--- config.mk ---
export PLATFORM = sky130hd
export DESIGN_NAME = battery_gauge_filter
export DESIGN_NICKNAME = d
export VERILOG_FILES = /design/src/sv/bgf_pkg.sv /design/src/sv/bgf_ram.sv /design/src/sv/bgf_queue.sv /design/src/sv/bgf_front.sv /design/src/sv/bgf_back.sv /design/src/sv/battery_gauge_filter.sv
export SDC_FILE = /design/constraint.sdc
export NUM_CORES = 1
export LEC_CHECK = 0
export ABC_AREA = 0
export ABC_CLOCK_PERIOD_IN_PS = 9530
export BUFFER_PORTS_ARGS = -buffer_cell sky130_fd_sc_hd__buf_2
export CORE_MARGIN = 4
export CORE_UTILIZATION = 41
export CTS_CLUSTER_DIAMETER = 120
export CTS_CLUSTER_SIZE = 8
export DETAILED_ROUTE_END_ITERATION = 16
export GPL_TIMING_DRIVEN = 0
export PLACE_DENSITY = 0.58
export SLEW_MARGIN = 40
export SYNTH_ARGS = -nofsm -noshare
export SYNTH_HDL_FRONTEND = slang
export SYNTH_SLANG_ARGS = --single-unit
--- constraint.sdc ---
create_clock -name clk -period 9.53 [get_ports clk]
set_input_delay 1.4295 -clock clk [delete_from_list [all_inputs] [get_ports clk]]
set_output_delay 1.4295 -clock clk [all_outputs]
set_load 0.005 [all_outputs]
--- src/sv/bgf_pkg.sv ---
`default_nettype none
package bgf_pkg;

  localparam int MV_W   = 16;
  localparam int PCT_W  = 7;
  localparam int STAT_W = 2;
  localparam int RD_W   = 12;
  localparam int SCALE_W = 20;

  localparam logic [1:0] REG_SCALE    = 2'd0;
  localparam logic [1:0] REG_FULL     = 2'd1;
  localparam logic [1:0] REG_CRITICAL = 2'd2;
  localparam logic [1:0] REG_LOW      = 2'd3;

  localparam logic [MV_W-1:0] MV_EMPTY   = 16'd3000;
  localparam logic [MV_W-1:0] MV_KNEE    = 16'd3700;
  localparam logic [MV_W-1:0] MV_UNKNOWN = 16'd500;
  localparam logic [MV_W-1:0] UPPER_SPAN = 16'd500;

  // reciprocals for divide by 14 (10-bit value) and by 10 (9-bit value)
  localparam logic [10:0] RECIP_14 = 11'd1171;
  localparam int          SH_14    = 14;
  localparam logic [9:0]  RECIP_10 = 10'd820;
  localparam int          SH_10    = 13;

  localparam logic [PCT_W-1:0] PCT_ZERO = 7'd0;
  localparam logic [PCT_W-1:0] PCT_HALF = 7'd50;
  localparam logic [PCT_W-1:0] PCT_FULL = 7'd100;

  localparam logic [STAT_W-1:0] BAT_UNKNOWN  = 2'd0;
  localparam logic [STAT_W-1:0] BAT_CRITICAL = 2'd1;
  localparam logic [STAT_W-1:0] BAT_LOW      = 2'd2;
  localparam logic [STAT_W-1:0] BAT_NORMAL   = 2'd3;

  typedef enum logic [1:0] {
    ST_IDLE,
    ST_UPD,
    ST_DIV,
    ST_CLASS
  } back_state_t;

  typedef struct packed {
    logic [MV_W-1:0] full_mv;
    logic [MV_W-1:0] critical_mv;
    logic [MV_W-1:0] low_mv;
  } thresholds_t;

endpackage
`default_nettype wire

--- src/sv/bgf_ram.sv ---
`default_nettype none
module bgf_ram #(
  parameter int WIDTH = 16,
  parameter int DEPTH = 8
) (
  input  wire logic                     clk,
  input  wire logic                     we,
  input  wire logic [$clog2(DEPTH)-1:0] waddr,
  input  wire logic [WIDTH-1:0]         wdata,
  input  wire logic                     re,
  input  wire logic [$clog2(DEPTH)-1:0] raddr,
  output logic      [WIDTH-1:0]         rdata
);

  logic [WIDTH-1:0] mem [DEPTH];

  always_ff @(posedge clk) begin
    if (we) begin
      mem[waddr] <= wdata;
    end
    if (re) begin
      rdata <= mem[raddr];
    end
  end

endmodule
`default_nettype wire

--- src/sv/bgf_queue.sv ---
`default_nettype none
module bgf_queue import bgf_pkg::*; (
  input  wire logic            clk,
  input  wire logic            rst,
  input  wire logic            push,
  input  wire logic [MV_W-1:0] din,
  input  wire logic            pop,
  output logic      [MV_W-1:0] dout,
  output logic                 empty,
  output logic                 full
);

  logic [MV_W-1:0] entry [2];
  logic            wptr;
  logic            rptr;
  logic [1:0]      count;

  assign dout  = entry[rptr];
  assign empty = (count == 2'd0);
  assign full  = (count == 2'd2);

  always_ff @(posedge clk) begin
    if (rst) begin
      wptr  <= 1'b0;
      rptr  <= 1'b0;
      count <= 2'd0;
    end else begin
      if (push) begin
        wptr <= ~wptr;
      end
      if (pop) begin
        rptr <= ~rptr;
      end
      if (push && !pop) begin
        count <= count + 2'd1;
      end else if (pop && !push) begin
        count <= count - 2'd1;
      end
    end
  end

  always_ff @(posedge clk) begin
    if (push) begin
      entry[wptr] <= din;
    end
  end

endmodule
`default_nettype wire

--- src/sv/bgf_front.sv ---
`default_nettype none
module bgf_front import bgf_pkg::*; (
  input  wire logic               clk,
  input  wire logic               rst,
  input  wire logic [SCALE_W-1:0] scale,
  input  wire logic               in_valid,
  output logic                    in_stall,
  input  wire logic [RD_W-1:0]    reading_a,
  input  wire logic [RD_W-1:0]    reading_b,
  input  wire logic [RD_W-1:0]    reading_c,
  input  wire logic [RD_W-1:0]    reading_d,
  input  wire logic               q_full,
  output logic                    q_push,
  output logic      [MV_W-1:0]    q_din
);

  logic            fe_valid;
  logic [MV_W-1:0] fe_mv;
  logic            accept;
  logic [13:0]     sum;
  logic [RD_W-1:0] code;
  logic [31:0]     prod;

  assign in_stall = fe_valid && q_full;
  assign accept   = in_valid && !in_stall;
  assign q_push   = fe_valid && !q_full;
  assign q_din    = fe_mv;

  assign sum  = 14'(reading_a) + 14'(reading_b) + 14'(reading_c) + 14'(reading_d);
  assign code = sum[13:2];
  // 12 x 20 bits never exceeds 32 bits, so mv needs no saturation
  assign prod = 32'(code) * 32'(scale);

  always_ff @(posedge clk) begin
    if (rst) begin
      fe_valid <= 1'b0;
    end else begin
      fe_valid <= accept || (fe_valid && q_full);
    end
  end

  always_ff @(posedge clk) begin
    if (accept) begin
      fe_mv <= prod[31:16];
    end
  end

endmodule
`default_nettype wire

--- src/sv/bgf_back.sv ---
`default_nettype none
module bgf_back import bgf_pkg::*; #(
  parameter int FILTER_DEPTH = 8
) (
  input  wire logic              clk,
  input  wire logic              rst,
  input  wire thresholds_t       thr,
  input  wire logic              q_empty,
  input  wire logic [MV_W-1:0]   q_dout,
  output logic                   q_pop,
  output logic                   out_valid,
  input  wire logic              out_stall,
  output logic      [MV_W-1:0]   avg_mv,
  output logic      [PCT_W-1:0]  percent,
  output logic      [STAT_W-1:0] bat_state
);

  localparam int SW = $clog2(FILTER_DEPTH);
  localparam int TW = MV_W + SW;
  localparam int SH = TW + SW;
  localparam int MW = TW + 1;
  localparam int PW = TW + MW;
  localparam logic [MW-1:0] RECIP = MW'((2 ** SH + FILTER_DEPTH - 1) / FILTER_DEPTH);
  localparam logic [SW-1:0] LAST_SLOT = SW'(FILTER_DEPTH - 1);

  back_state_t     state;
  back_state_t     state_next;
  logic            ram_re;
  logic            do_upd;
  logic            do_div;
  logic            ld_out;

  logic            primed;
  logic            wrapped;
  logic [SW-1:0]   slot;
  logic [TW-1:0]   total;
  logic [MV_W-1:0] prime_mv;
  logic [MV_W-1:0] cur_mv;
  logic [MV_W-1:0] avg;
  logic [MV_W-1:0] ram_q;
  logic [MV_W-1:0] old_mv;
  logic            ram_we;
  logic [PW-1:0]   div_prod;

  logic [9:0]        x1;
  logic [20:0]       p1;
  logic [MV_W-1:0]   x2;
  logic [18:0]       p2;
  logic [PCT_W-1:0]  pct_calc;
  logic [STAT_W-1:0] stat_calc;

  assign ram_we = do_upd && primed;

  bgf_ram #(
    .WIDTH(MV_W),
    .DEPTH(FILTER_DEPTH)
  ) u_store (
    .clk   (clk),
    .we    (ram_we),
    .waddr (slot),
    .wdata (cur_mv),
    .re    (ram_re),
    .raddr (slot),
    .rdata (ram_q)
  );

  // entries not yet rewritten since priming hold the priming voltage
  assign old_mv   = wrapped ? ram_q : prime_mv;
  assign div_prod = PW'(total) * PW'(RECIP);

  always_ff @(posedge clk) begin
    if (rst) begin
      state <= ST_IDLE;
    end else begin
      state <= state_next;
    end
  end

  always_comb begin
    state_next = state;
    q_pop      = 1'b0;
    ram_re     = 1'b0;
    do_upd     = 1'b0;
    do_div     = 1'b0;
    ld_out     = 1'b0;
    case (state)
      ST_IDLE: begin
        if (!q_empty) begin
          q_pop      = 1'b1;
          ram_re     = 1'b1;
          state_next = ST_UPD;
        end
      end
      ST_UPD: begin
        do_upd     = 1'b1;
        state_next = ST_DIV;
      end
      ST_DIV: begin
        do_div     = 1'b1;
        state_next = ST_CLASS;
      end
      ST_CLASS: begin
        if (!out_valid || !out_stall) begin
          ld_out     = 1'b1;
          state_next = ST_IDLE;
        end
      end
      default: begin
        state_next = ST_IDLE;
      end
    endcase
  end

  always_ff @(posedge clk) begin
    if (rst) begin
      primed  <= 1'b0;
      wrapped <= 1'b0;
      slot    <= '0;
      total   <= '0;
    end else if (do_upd) begin
      if (!primed) begin
        primed  <= 1'b1;
        wrapped <= 1'b0;
        slot    <= '0;
        total   <= TW'(cur_mv) * TW'(FILTER_DEPTH);
      end else begin
        total <= total - TW'(old_mv) + TW'(cur_mv);
        if (slot == LAST_SLOT) begin
          slot    <= '0;
          wrapped <= 1'b1;
        end else begin
          slot <= slot + SW'(1);
        end
      end
    end
  end

  always_ff @(posedge clk) begin
    if (q_pop) begin
      cur_mv <= q_dout;
    end
    if (do_upd && !primed) begin
      prime_mv <= cur_mv;
    end
    if (do_div) begin
      avg <= div_prod[SH+MV_W-1:SH];
    end
  end

  // lower segment: (avg-3000)/14, upper segment: 50 + (avg-3700)/10
  assign x1 = 10'(avg - MV_EMPTY);
  assign p1 = 21'(x1) * 21'(RECIP_14);
  assign x2 = avg - MV_KNEE;
  assign p2 = 19'(x2[8:0]) * 19'(RECIP_10);

  always_comb begin
    if (avg <= MV_EMPTY) begin
      pct_calc = PCT_ZERO;
    end else if (avg >= thr.full_mv) begin
      pct_calc = PCT_FULL;
    end else if (avg < MV_KNEE) begin
      pct_calc = p1[SH_14+PCT_W-1:SH_14];
    end else if (x2 >= UPPER_SPAN) begin
      pct_calc = PCT_FULL;
    end else begin
      pct_calc = PCT_HALF + PCT_W'(p2[SH_10+5:SH_10]);
    end
  end

  always_comb begin
    if (avg < MV_UNKNOWN) begin
      stat_calc = BAT_UNKNOWN;
    end else if (avg <= thr.critical_mv) begin
      stat_calc = BAT_CRITICAL;
    end else if (avg <= thr.low_mv) begin
      stat_calc = BAT_LOW;
    end else begin
      stat_calc = BAT_NORMAL;
    end
  end

  always_ff @(posedge clk) begin
    if (rst) begin
      out_valid <= 1'b0;
    end else if (ld_out) begin
      out_valid <= 1'b1;
    end else if (!out_stall) begin
      out_valid <= 1'b0;
    end
  end

  always_ff @(posedge clk) begin
    if (ld_out) begin
      avg_mv    <= avg;
      percent   <= pct_calc;
      bat_state <= stat_calc;
    end
  end

endmodule
`default_nettype wire

--- src/sv/battery_gauge_filter.sv ---
`default_nettype none
// channel   direction  handshake              payload
// config    in         psel/penable/pwrite    paddr[3:0], pwdata[31:0], prdata[31:0]
// input     in         in_valid / in_stall    reading_a..reading_d, 12 bits each
// result    out        out_valid / out_stall  avg_mv[15:0], percent[6:0], bat_state[1:0]
//
// front takes an item per cycle, unless in_stall holds it, into a scale multiply stage, then a 2-entry queue
// back handles each item in order: store read, total update, reciprocal divide, classify
// the back sequencer takes no new item until the result of the last one is loaded
// the first item after reset primes the average store, no clearing pass is needed
// in_stall rises when the front stage holds an item and the queue is full
// a held result stops the back, the queue then fills and stalls the front
module battery_gauge_filter import bgf_pkg::*; #(
  parameter int FILTER_DEPTH = 8
) (
  input  wire logic              clk,
  input  wire logic              rst,
  input  wire logic              psel,
  input  wire logic              penable,
  input  wire logic              pwrite,
  input  wire logic [3:0]        paddr,
  input  wire logic [31:0]       pwdata,
  output logic      [31:0]       prdata,
  output logic                   pready,
  input  wire logic              in_valid,
  output logic                   in_stall,
  input  wire logic [RD_W-1:0]   reading_a,
  input  wire logic [RD_W-1:0]   reading_b,
  input  wire logic [RD_W-1:0]   reading_c,
  input  wire logic [RD_W-1:0]   reading_d,
  output logic                   out_valid,
  input  wire logic              out_stall,
  output logic      [MV_W-1:0]   avg_mv,
  output logic      [PCT_W-1:0]  percent,
  output logic      [STAT_W-1:0] bat_state
);

  logic [SCALE_W-1:0] scale;
  thresholds_t        thr;
  logic [1:0]         reg_idx;
  logic               cfg_we;
  logic               q_push;
  logic               q_pop;
  logic [MV_W-1:0]    q_din;
  logic [MV_W-1:0]    q_dout;
  logic               q_empty;
  logic               q_full;

  assign pready  = 1'b1;
  assign reg_idx = paddr[3:2];
  assign cfg_we  = psel && penable && pwrite && pready;

  always_ff @(posedge clk) begin
    if (rst) begin
      scale           <= 20'd80018;
      thr.full_mv     <= 16'd4200;
      thr.critical_mv <= 16'd3300;
      thr.low_mv      <= 16'd3500;
    end else if (cfg_we) begin
      case (reg_idx)
        REG_SCALE:    scale           <= pwdata[SCALE_W-1:0];
        REG_FULL:     thr.full_mv     <= pwdata[MV_W-1:0];
        REG_CRITICAL: thr.critical_mv <= pwdata[MV_W-1:0];
        REG_LOW:      thr.low_mv      <= pwdata[MV_W-1:0];
        default: begin
        end
      endcase
    end
  end

  always_comb begin
    case (reg_idx)
      REG_SCALE:    prdata = 32'(scale);
      REG_FULL:     prdata = 32'(thr.full_mv);
      REG_CRITICAL: prdata = 32'(thr.critical_mv);
      REG_LOW:      prdata = 32'(thr.low_mv);
      default:      prdata = '0;
    endcase
  end

  bgf_front u_front (
    .clk       (clk),
    .rst       (rst),
    .scale     (scale),
    .in_valid  (in_valid),
    .in_stall  (in_stall),
    .reading_a (reading_a),
    .reading_b (reading_b),
    .reading_c (reading_c),
    .reading_d (reading_d),
    .q_full    (q_full),
    .q_push    (q_push),
    .q_din     (q_din)
  );

  bgf_queue u_queue (
    .clk   (clk),
    .rst   (rst),
    .push  (q_push),
    .din   (q_din),
    .pop   (q_pop),
    .dout  (q_dout),
    .empty (q_empty),
    .full  (q_full)
  );

  bgf_back #(
    .FILTER_DEPTH(FILTER_DEPTH)
  ) u_back (
    .clk       (clk),
    .rst       (rst),
    .thr       (thr),
    .q_empty   (q_empty),
    .q_dout    (q_dout),
    .q_pop     (q_pop),
    .out_valid (out_valid),
    .out_stall (out_stall),
    .avg_mv    (avg_mv),
    .percent   (percent),
    .bat_state (bat_state)
  );

endmodule
`default_nettype wire
# Word-level counts from Yosys, hierarchy flattened
# Memories as Yosys holds them, arrays and structs flattened. A register that Yosys moved wholly into a read port is not among the register bits.
# Index checks and enable logic that the tools add are counted.
# word_totals
in_bits	91
ff_bits	173
memories	2
output_inout_bits	60
ram_bits	160
# classes
n_mul	3
n_eq_ne	12
add_sub_neg	11
n_reduce_logical	30
bitwise_logic	2
order_cmp	7
muxes	29
# memory_table
name	depth	width	rd	rd_ports_with_merged_regs	write_ports	line	rtl
u_back.u_store.mem	8	16	1	1	1	bgf_ram.sv:15	logic [WIDTH-1:0] mem [DEPTH];
u_queue.entry	2	16	1	1	1	bgf_queue.sv:13	logic [MV_W-1:0] entry [2];
# ops
cell	count
one-hot mux 32 bit (4 select lines)	1
less-or-equal comparator 16 bit	2
multiplier 12 x 20 -> 32 bit	1
adder 14 x 12 -> 14 bit	2
multiplier 10 x 11 -> 21 bit, second input constant	1
two-way mux 7 bit	3
adder 19 x 16 -> 19 bit	1
two-way mux 19 bit	1
subtractor 19 x 16 -> 19 bit	1
multiplier 9 x 8 -> 17 bit, second input constant	1
greater-or-equal comparator 16 bit	1
greater-or-equal comparator 16 x 9 -> 1 bit, second input constant	1
less-or-equal comparator 16 x 12 -> 1 bit, second input constant	1
< comparator 16 x 12 -> 1 bit, second input constant	1
< comparator 16 x 9 -> 1 bit, second input constant	1
two-way mux 1 bit	16
two-way mux 16 bit	1
subtractor 16 x 12 -> 16 bit, second input constant	1
adder 12 x 12 -> 13 bit	1
AND reduction 2 bit	6
== test 2 bit, second input constant	5
subtractor 10 bit, second input constant	1
logical AND 1 bit	9
two-way mux 2 bit	4
16 further kinds	31

# Logic depth before layout (Yosys ltp)
# logic_depth
depth_word	7
depth_mapped	41
depth_no_buf	40

# Hierarchy
# From an unflattened synthesis, not the netlist that was laid out.
# hier_totals
cells_unflattened	2601
hier_area_um2	28776.3
# by_module_without_submodules
module	n_inst	area_each_um2	cells_each
bgf_back	1	9550.4	964
bgf_front	1	9130.0	1051
bgf_ram	1	5454.0	214
battery_gauge_filter	1	3280.6	300
bgf_queue	1	1361.3	72

# Worst setup path before layout
# OpenSTA, ideal clock, no wires.
# synth_timing
kind	in2reg
start	input port reading_a[1]
end	register u_front.fe_mv[10], in the netlist u_front.q_din[10] (data pin)
t_required_ps	9257
path_buffers	1
arrival_ps	9648
path_stages	37
path_slack_ps	-391
cell_sequence	ha_1 > a21o_1 > a21oi_1 > nand2b_1 > a21boi_0 > o311a_1 > o21a_1 > or2_2 > fa_1 > inv_1 > ha_1 > nand3_1 > nand2_1 > a41oi_1 > a21oi_1 > a21o_1 > a21oi_1 > xnor2_1 > clkbuf_1 > and2_1 > fa_1 > fa_1 > fa_1 > fa_1 > inv_1 > fa_1 > inv_1 > ha_1 > a211oi_2 > o21ai_1 > a311oi_2 > a21oi_1 > a21oi_4 > o21ai_4 > a31o_2 > a211oi_2 > nor4_1
# synth_between
elab_chain_len	4
# synth_lines
item	line	rtl
start: declaration	battery_gauge_filter.sv:27	input wire logic [RD_W-1:0] reading_a,
adder 12 x 12 -> 13 bit	bgf_front.sv:29	assign sum = 14'(reading_a) + 14'(reading_b) + 14'(reading_c) + 14'(reading_d);
adder 14 x 12 -> 14 bit (2 in series)	bgf_front.sv:29	
multiplier 12 x 20 -> 32 bit	bgf_front.sv:32	assign prod = 32'(code) * 32'(scale);
net u_front.prod[26]	bgf_front.sv:22	logic [31:0] prod;
end signal: assignment	bgf_front.sv:44	fe_mv <= prod[31:16];
end: declaration	bgf_front.sv:18	logic [MV_W-1:0] fe_mv;
# The timed path passes the listed nets, and every way through them passes these cells.
# A chain may end at the register's enable or synchronous reset.

# Worst setup path after layout
# layout_timing
start	input port reading_b[1]
end	register u_front.fe_mv[15], in the netlist u_front.q_din[15] (data pin)
# layout_between
elab_chain_len	4
# layout_lines
item	line	rtl
start: declaration	battery_gauge_filter.sv:28	input wire logic [RD_W-1:0] reading_b,
adder 12 x 12 -> 13 bit	bgf_front.sv:29	
adder 14 x 12 -> 14 bit (2 in series)	bgf_front.sv:29	
multiplier 12 x 20 -> 32 bit	bgf_front.sv:32	
net u_front.prod[31]	bgf_front.sv:22	
# The timed path passes the listed nets, and every way through them passes these cells.

==> summary.md <==
| Metric | Value |
|---|---|
| Outcome | finished clean |
| Worst path required time | 9.86 ns |
| Main flop type after synthesis | edfxtp_1 |
| Port bufs | 123 |
| Mapped Area | about 28000 um2 |
| Yosys top cell area share | 0.2892 |
| Max_cap viols | 0 |
| Worst skew pair latency | a little under 0.6 ns |
| Post-route minimum period | 9.482 ns |
| CTS clk-pin slew, worst paths | 0.05 ns |
| Final setup vio count | 0 |
| DIE AREA | 71330 um2 |
| Max Buffers Root-to-Sink | 3 |
| Synth cell types | 80 |
| Max Slew Vio Count | 0 |
| Largest area contributor in the netlist | edfxtp_1 |
| Final Hold Viols | 0 |
| Final worst slack | 0.04843 ns |
| Final ANT Viol Nets | 0 |
| Root Buffer | clkbuf_16 |
| Worst Skew | ~0.027 ns |
| RePlAce Congestion | approximately 0.9 |
| Num rows | between 90 and 100 |
| CP Launch Type | input port |
| Top delay family on crit path | adder cells |
| P&R area growth vs syn | 14.59% |
| Sequential share of the synthesized area | 0.3619 |
| Synth Instances | 2623 |
| Core Region | 66100 um2 |
| Die Y-Extent | 267.1 um |
| Vias/cell | 5.179 |
| Ys Warns | 0 |
| Number of enable flip-flop cells after synthesis | 265 |
| Critical Path Most Common Cell | fa_1 |
| Chip Width | 267.1 um |
| Initial Utilization | 0.4164 |
| Largest fanout on the critical path | 5 |
| Synth cell count leaders | inv_1 (457), nand2_1 (331), ha_1 (280) |
| Worst path arrival time | 9.81 ns |
| H-tree levels | 2 |
| HPWL after DPL | about 55000 um |
| DRT Pass-1 Iters | 7 |
| Register area | 9960 um2 |
| Fill count | 6127 |
| RSZ-0062 raised after global routing | true |
| Fraction of layout cells with a size suffix above 1 | 0.1379 |
| I/O pin total | 151 |
| Vias | slightly below 20k |
| DR DRC count | 0 |
| Via count of the first global-routing pass | about 20k |
| Utilization after layout | 0.4771 |
| Crit Path Category | in2reg |
| Final wirelength | 71340 um |
| CP bufs+invs | 5 |
| Ys async rst share | 0 |
| Slew headroom | 0.3985 |
| Crit. End Element | register |
| CP max stage delay | 0.60 ns |
| WL/cell | approximately 19 um |
| TritonCTS buffer count | 51 |
| Hold-fix buffers, CTS | 0 |
| Top-count cell post-synth | inv_1 |
| Area occupied by multi-input gates | roughly 16000 um2 |
| Num Clock Sinks | 365 |
| NumNets Final | 3448 |
| Place WS | -1.344 ns |
| Critical path's slowest cell | fa_1 |
| Post-Synthesis Mean Instance Area | between 10 and 15 um2 |
| Slew @ Worst Pin | 0.8989 ns |
| Initial DRC count | 1218 |
| Largest net degree at the start of global routing | 33 |
| Top post-synthesis cells by area | edfxtp_1 (29%), fa_1 (17%), ha_1 (13%) |
| F_max | 105.5 MHz |
| Initial antenna violation count | 6 |
| Worst min-delay path category | reg2reg |
| CTS tree | built |
| First-pass GRT wire length | around 110000 um |
| Overall Global Routing Usage | 0.2035 |
| Setup TNS | 0 ns |
| Final period util | 0.9949 |
| Synth Register Bits | 365 |
| Gr ovfl total | 0 |
-- area by class of cell --
class                      count  area share
clock inverter                 4    0.002262
multi-input combinational   1696      0.5006
buffer                       116     0.01786
inverter                     457     0.05440
timing repair buffer         156     0.02996
antenna                        4   0.0003174
clock buffer                  85     0.04452
tap                          864     0.03428
sequential                   365      0.3158
-- routing by layer --
layer  GRT usage  routed length (um)  vias to the layer above
li1            -                   -                     9166
met1      0.2772               31190                     9573
met2      0.3349               33660                      565
met3     0.04116                4822                       97
met4     0.05326                1657                        4
met5           0                  15                        -
-- sequential cells by signal, summed over array words and instances, names as in the netlist, 3 cells and up --
name,count
u_back.u_store.mem,128
u_front.q_din,16
u_back.prime_mv,16
scale,20
u_back.slot,3
u_queue.entry,32
u_back.u_store.rdata,16
thr,48
u_back.cur_mv,16
u_back.avg_mv,16
u_back.total,19
u_back.percent,7
u_back.avg,16
-- cell usage in the layout, fill, tap and decap left out, types with 18 or more instances in the layout --
cell       count
inv_1        449
nand2_1      330
ha_1         269
edfxtp_1     265
fa_1         227
buf_2        125
clkbuf_1     114
a21oi_1      114
dfxtp_1      100
nor2_1        87
and2_1        66
a22oi_1       64
clkbuf_16     51
xnor2_1       42
buf_4         41
o21ai_0       33
mux2_2        32
xor2_1        31
a21o_1        31
nand4_1       29
nand3_1       20
nand3b_1      18
-- timing repair --
item	4_1_cts	5_1_grt
setup endpoints to repair	16	15
setup buffers	16	15
pin swaps	45	58
endpoints found under the hold margin	0	0
resized for setup	46	52
-- kinds of logic (layout without fill, tap and decap cells) --
group / after synthesis / count (layout) / synth area share
buffers and inverters: 573 / 818 / 0.08084
AO/OA/AOI/OAI: 371 / 371 / 0.09089
AND/OR/NAND/NOR: 659 / 659 / 0.1129
other: 2 / 17 / 0.0002729
adder cells (fa/ha/maj): 514 / 514 / 0.2975
flip-flops: 365 / 365 / 0.3619
XOR/XNOR: 79 / 79 / 0.02514
multiplexers: 60 / 60 / 0.03055
-- stage by stage --
stage / area, um2 / instances / hold WS (ns)
after CTS: 31190 / 3729 / 0.4475
after global routing: 31520 / 3743 / 0.4600
after floorplan: 27650 / 2634 / 0.4082
after detailed placement: 29440 / 3624 / 0.4337
final: 31530 / 3747 / 0.4439
after global placement: 29340 / 3621 / 0.4256
-- final timing paths --
kind	start	end	slack, ns	depth (start not counted)
max	reading_b[1]	u_front.q_din[15]	0.05	38
min	u_front.q_din[7]	u_queue.entry[0][7]	0.44	0
max reg2reg	u_back.avg[2]	u_back.percent[5]	3.01	20
min reg2reg	u_front.q_din[7]	u_queue.entry[0][7]	0.44	0
Power is left out: the tool's default activity adds up to more than one toggle a clock period on the data nets, which glitch-free logic cannot reach.
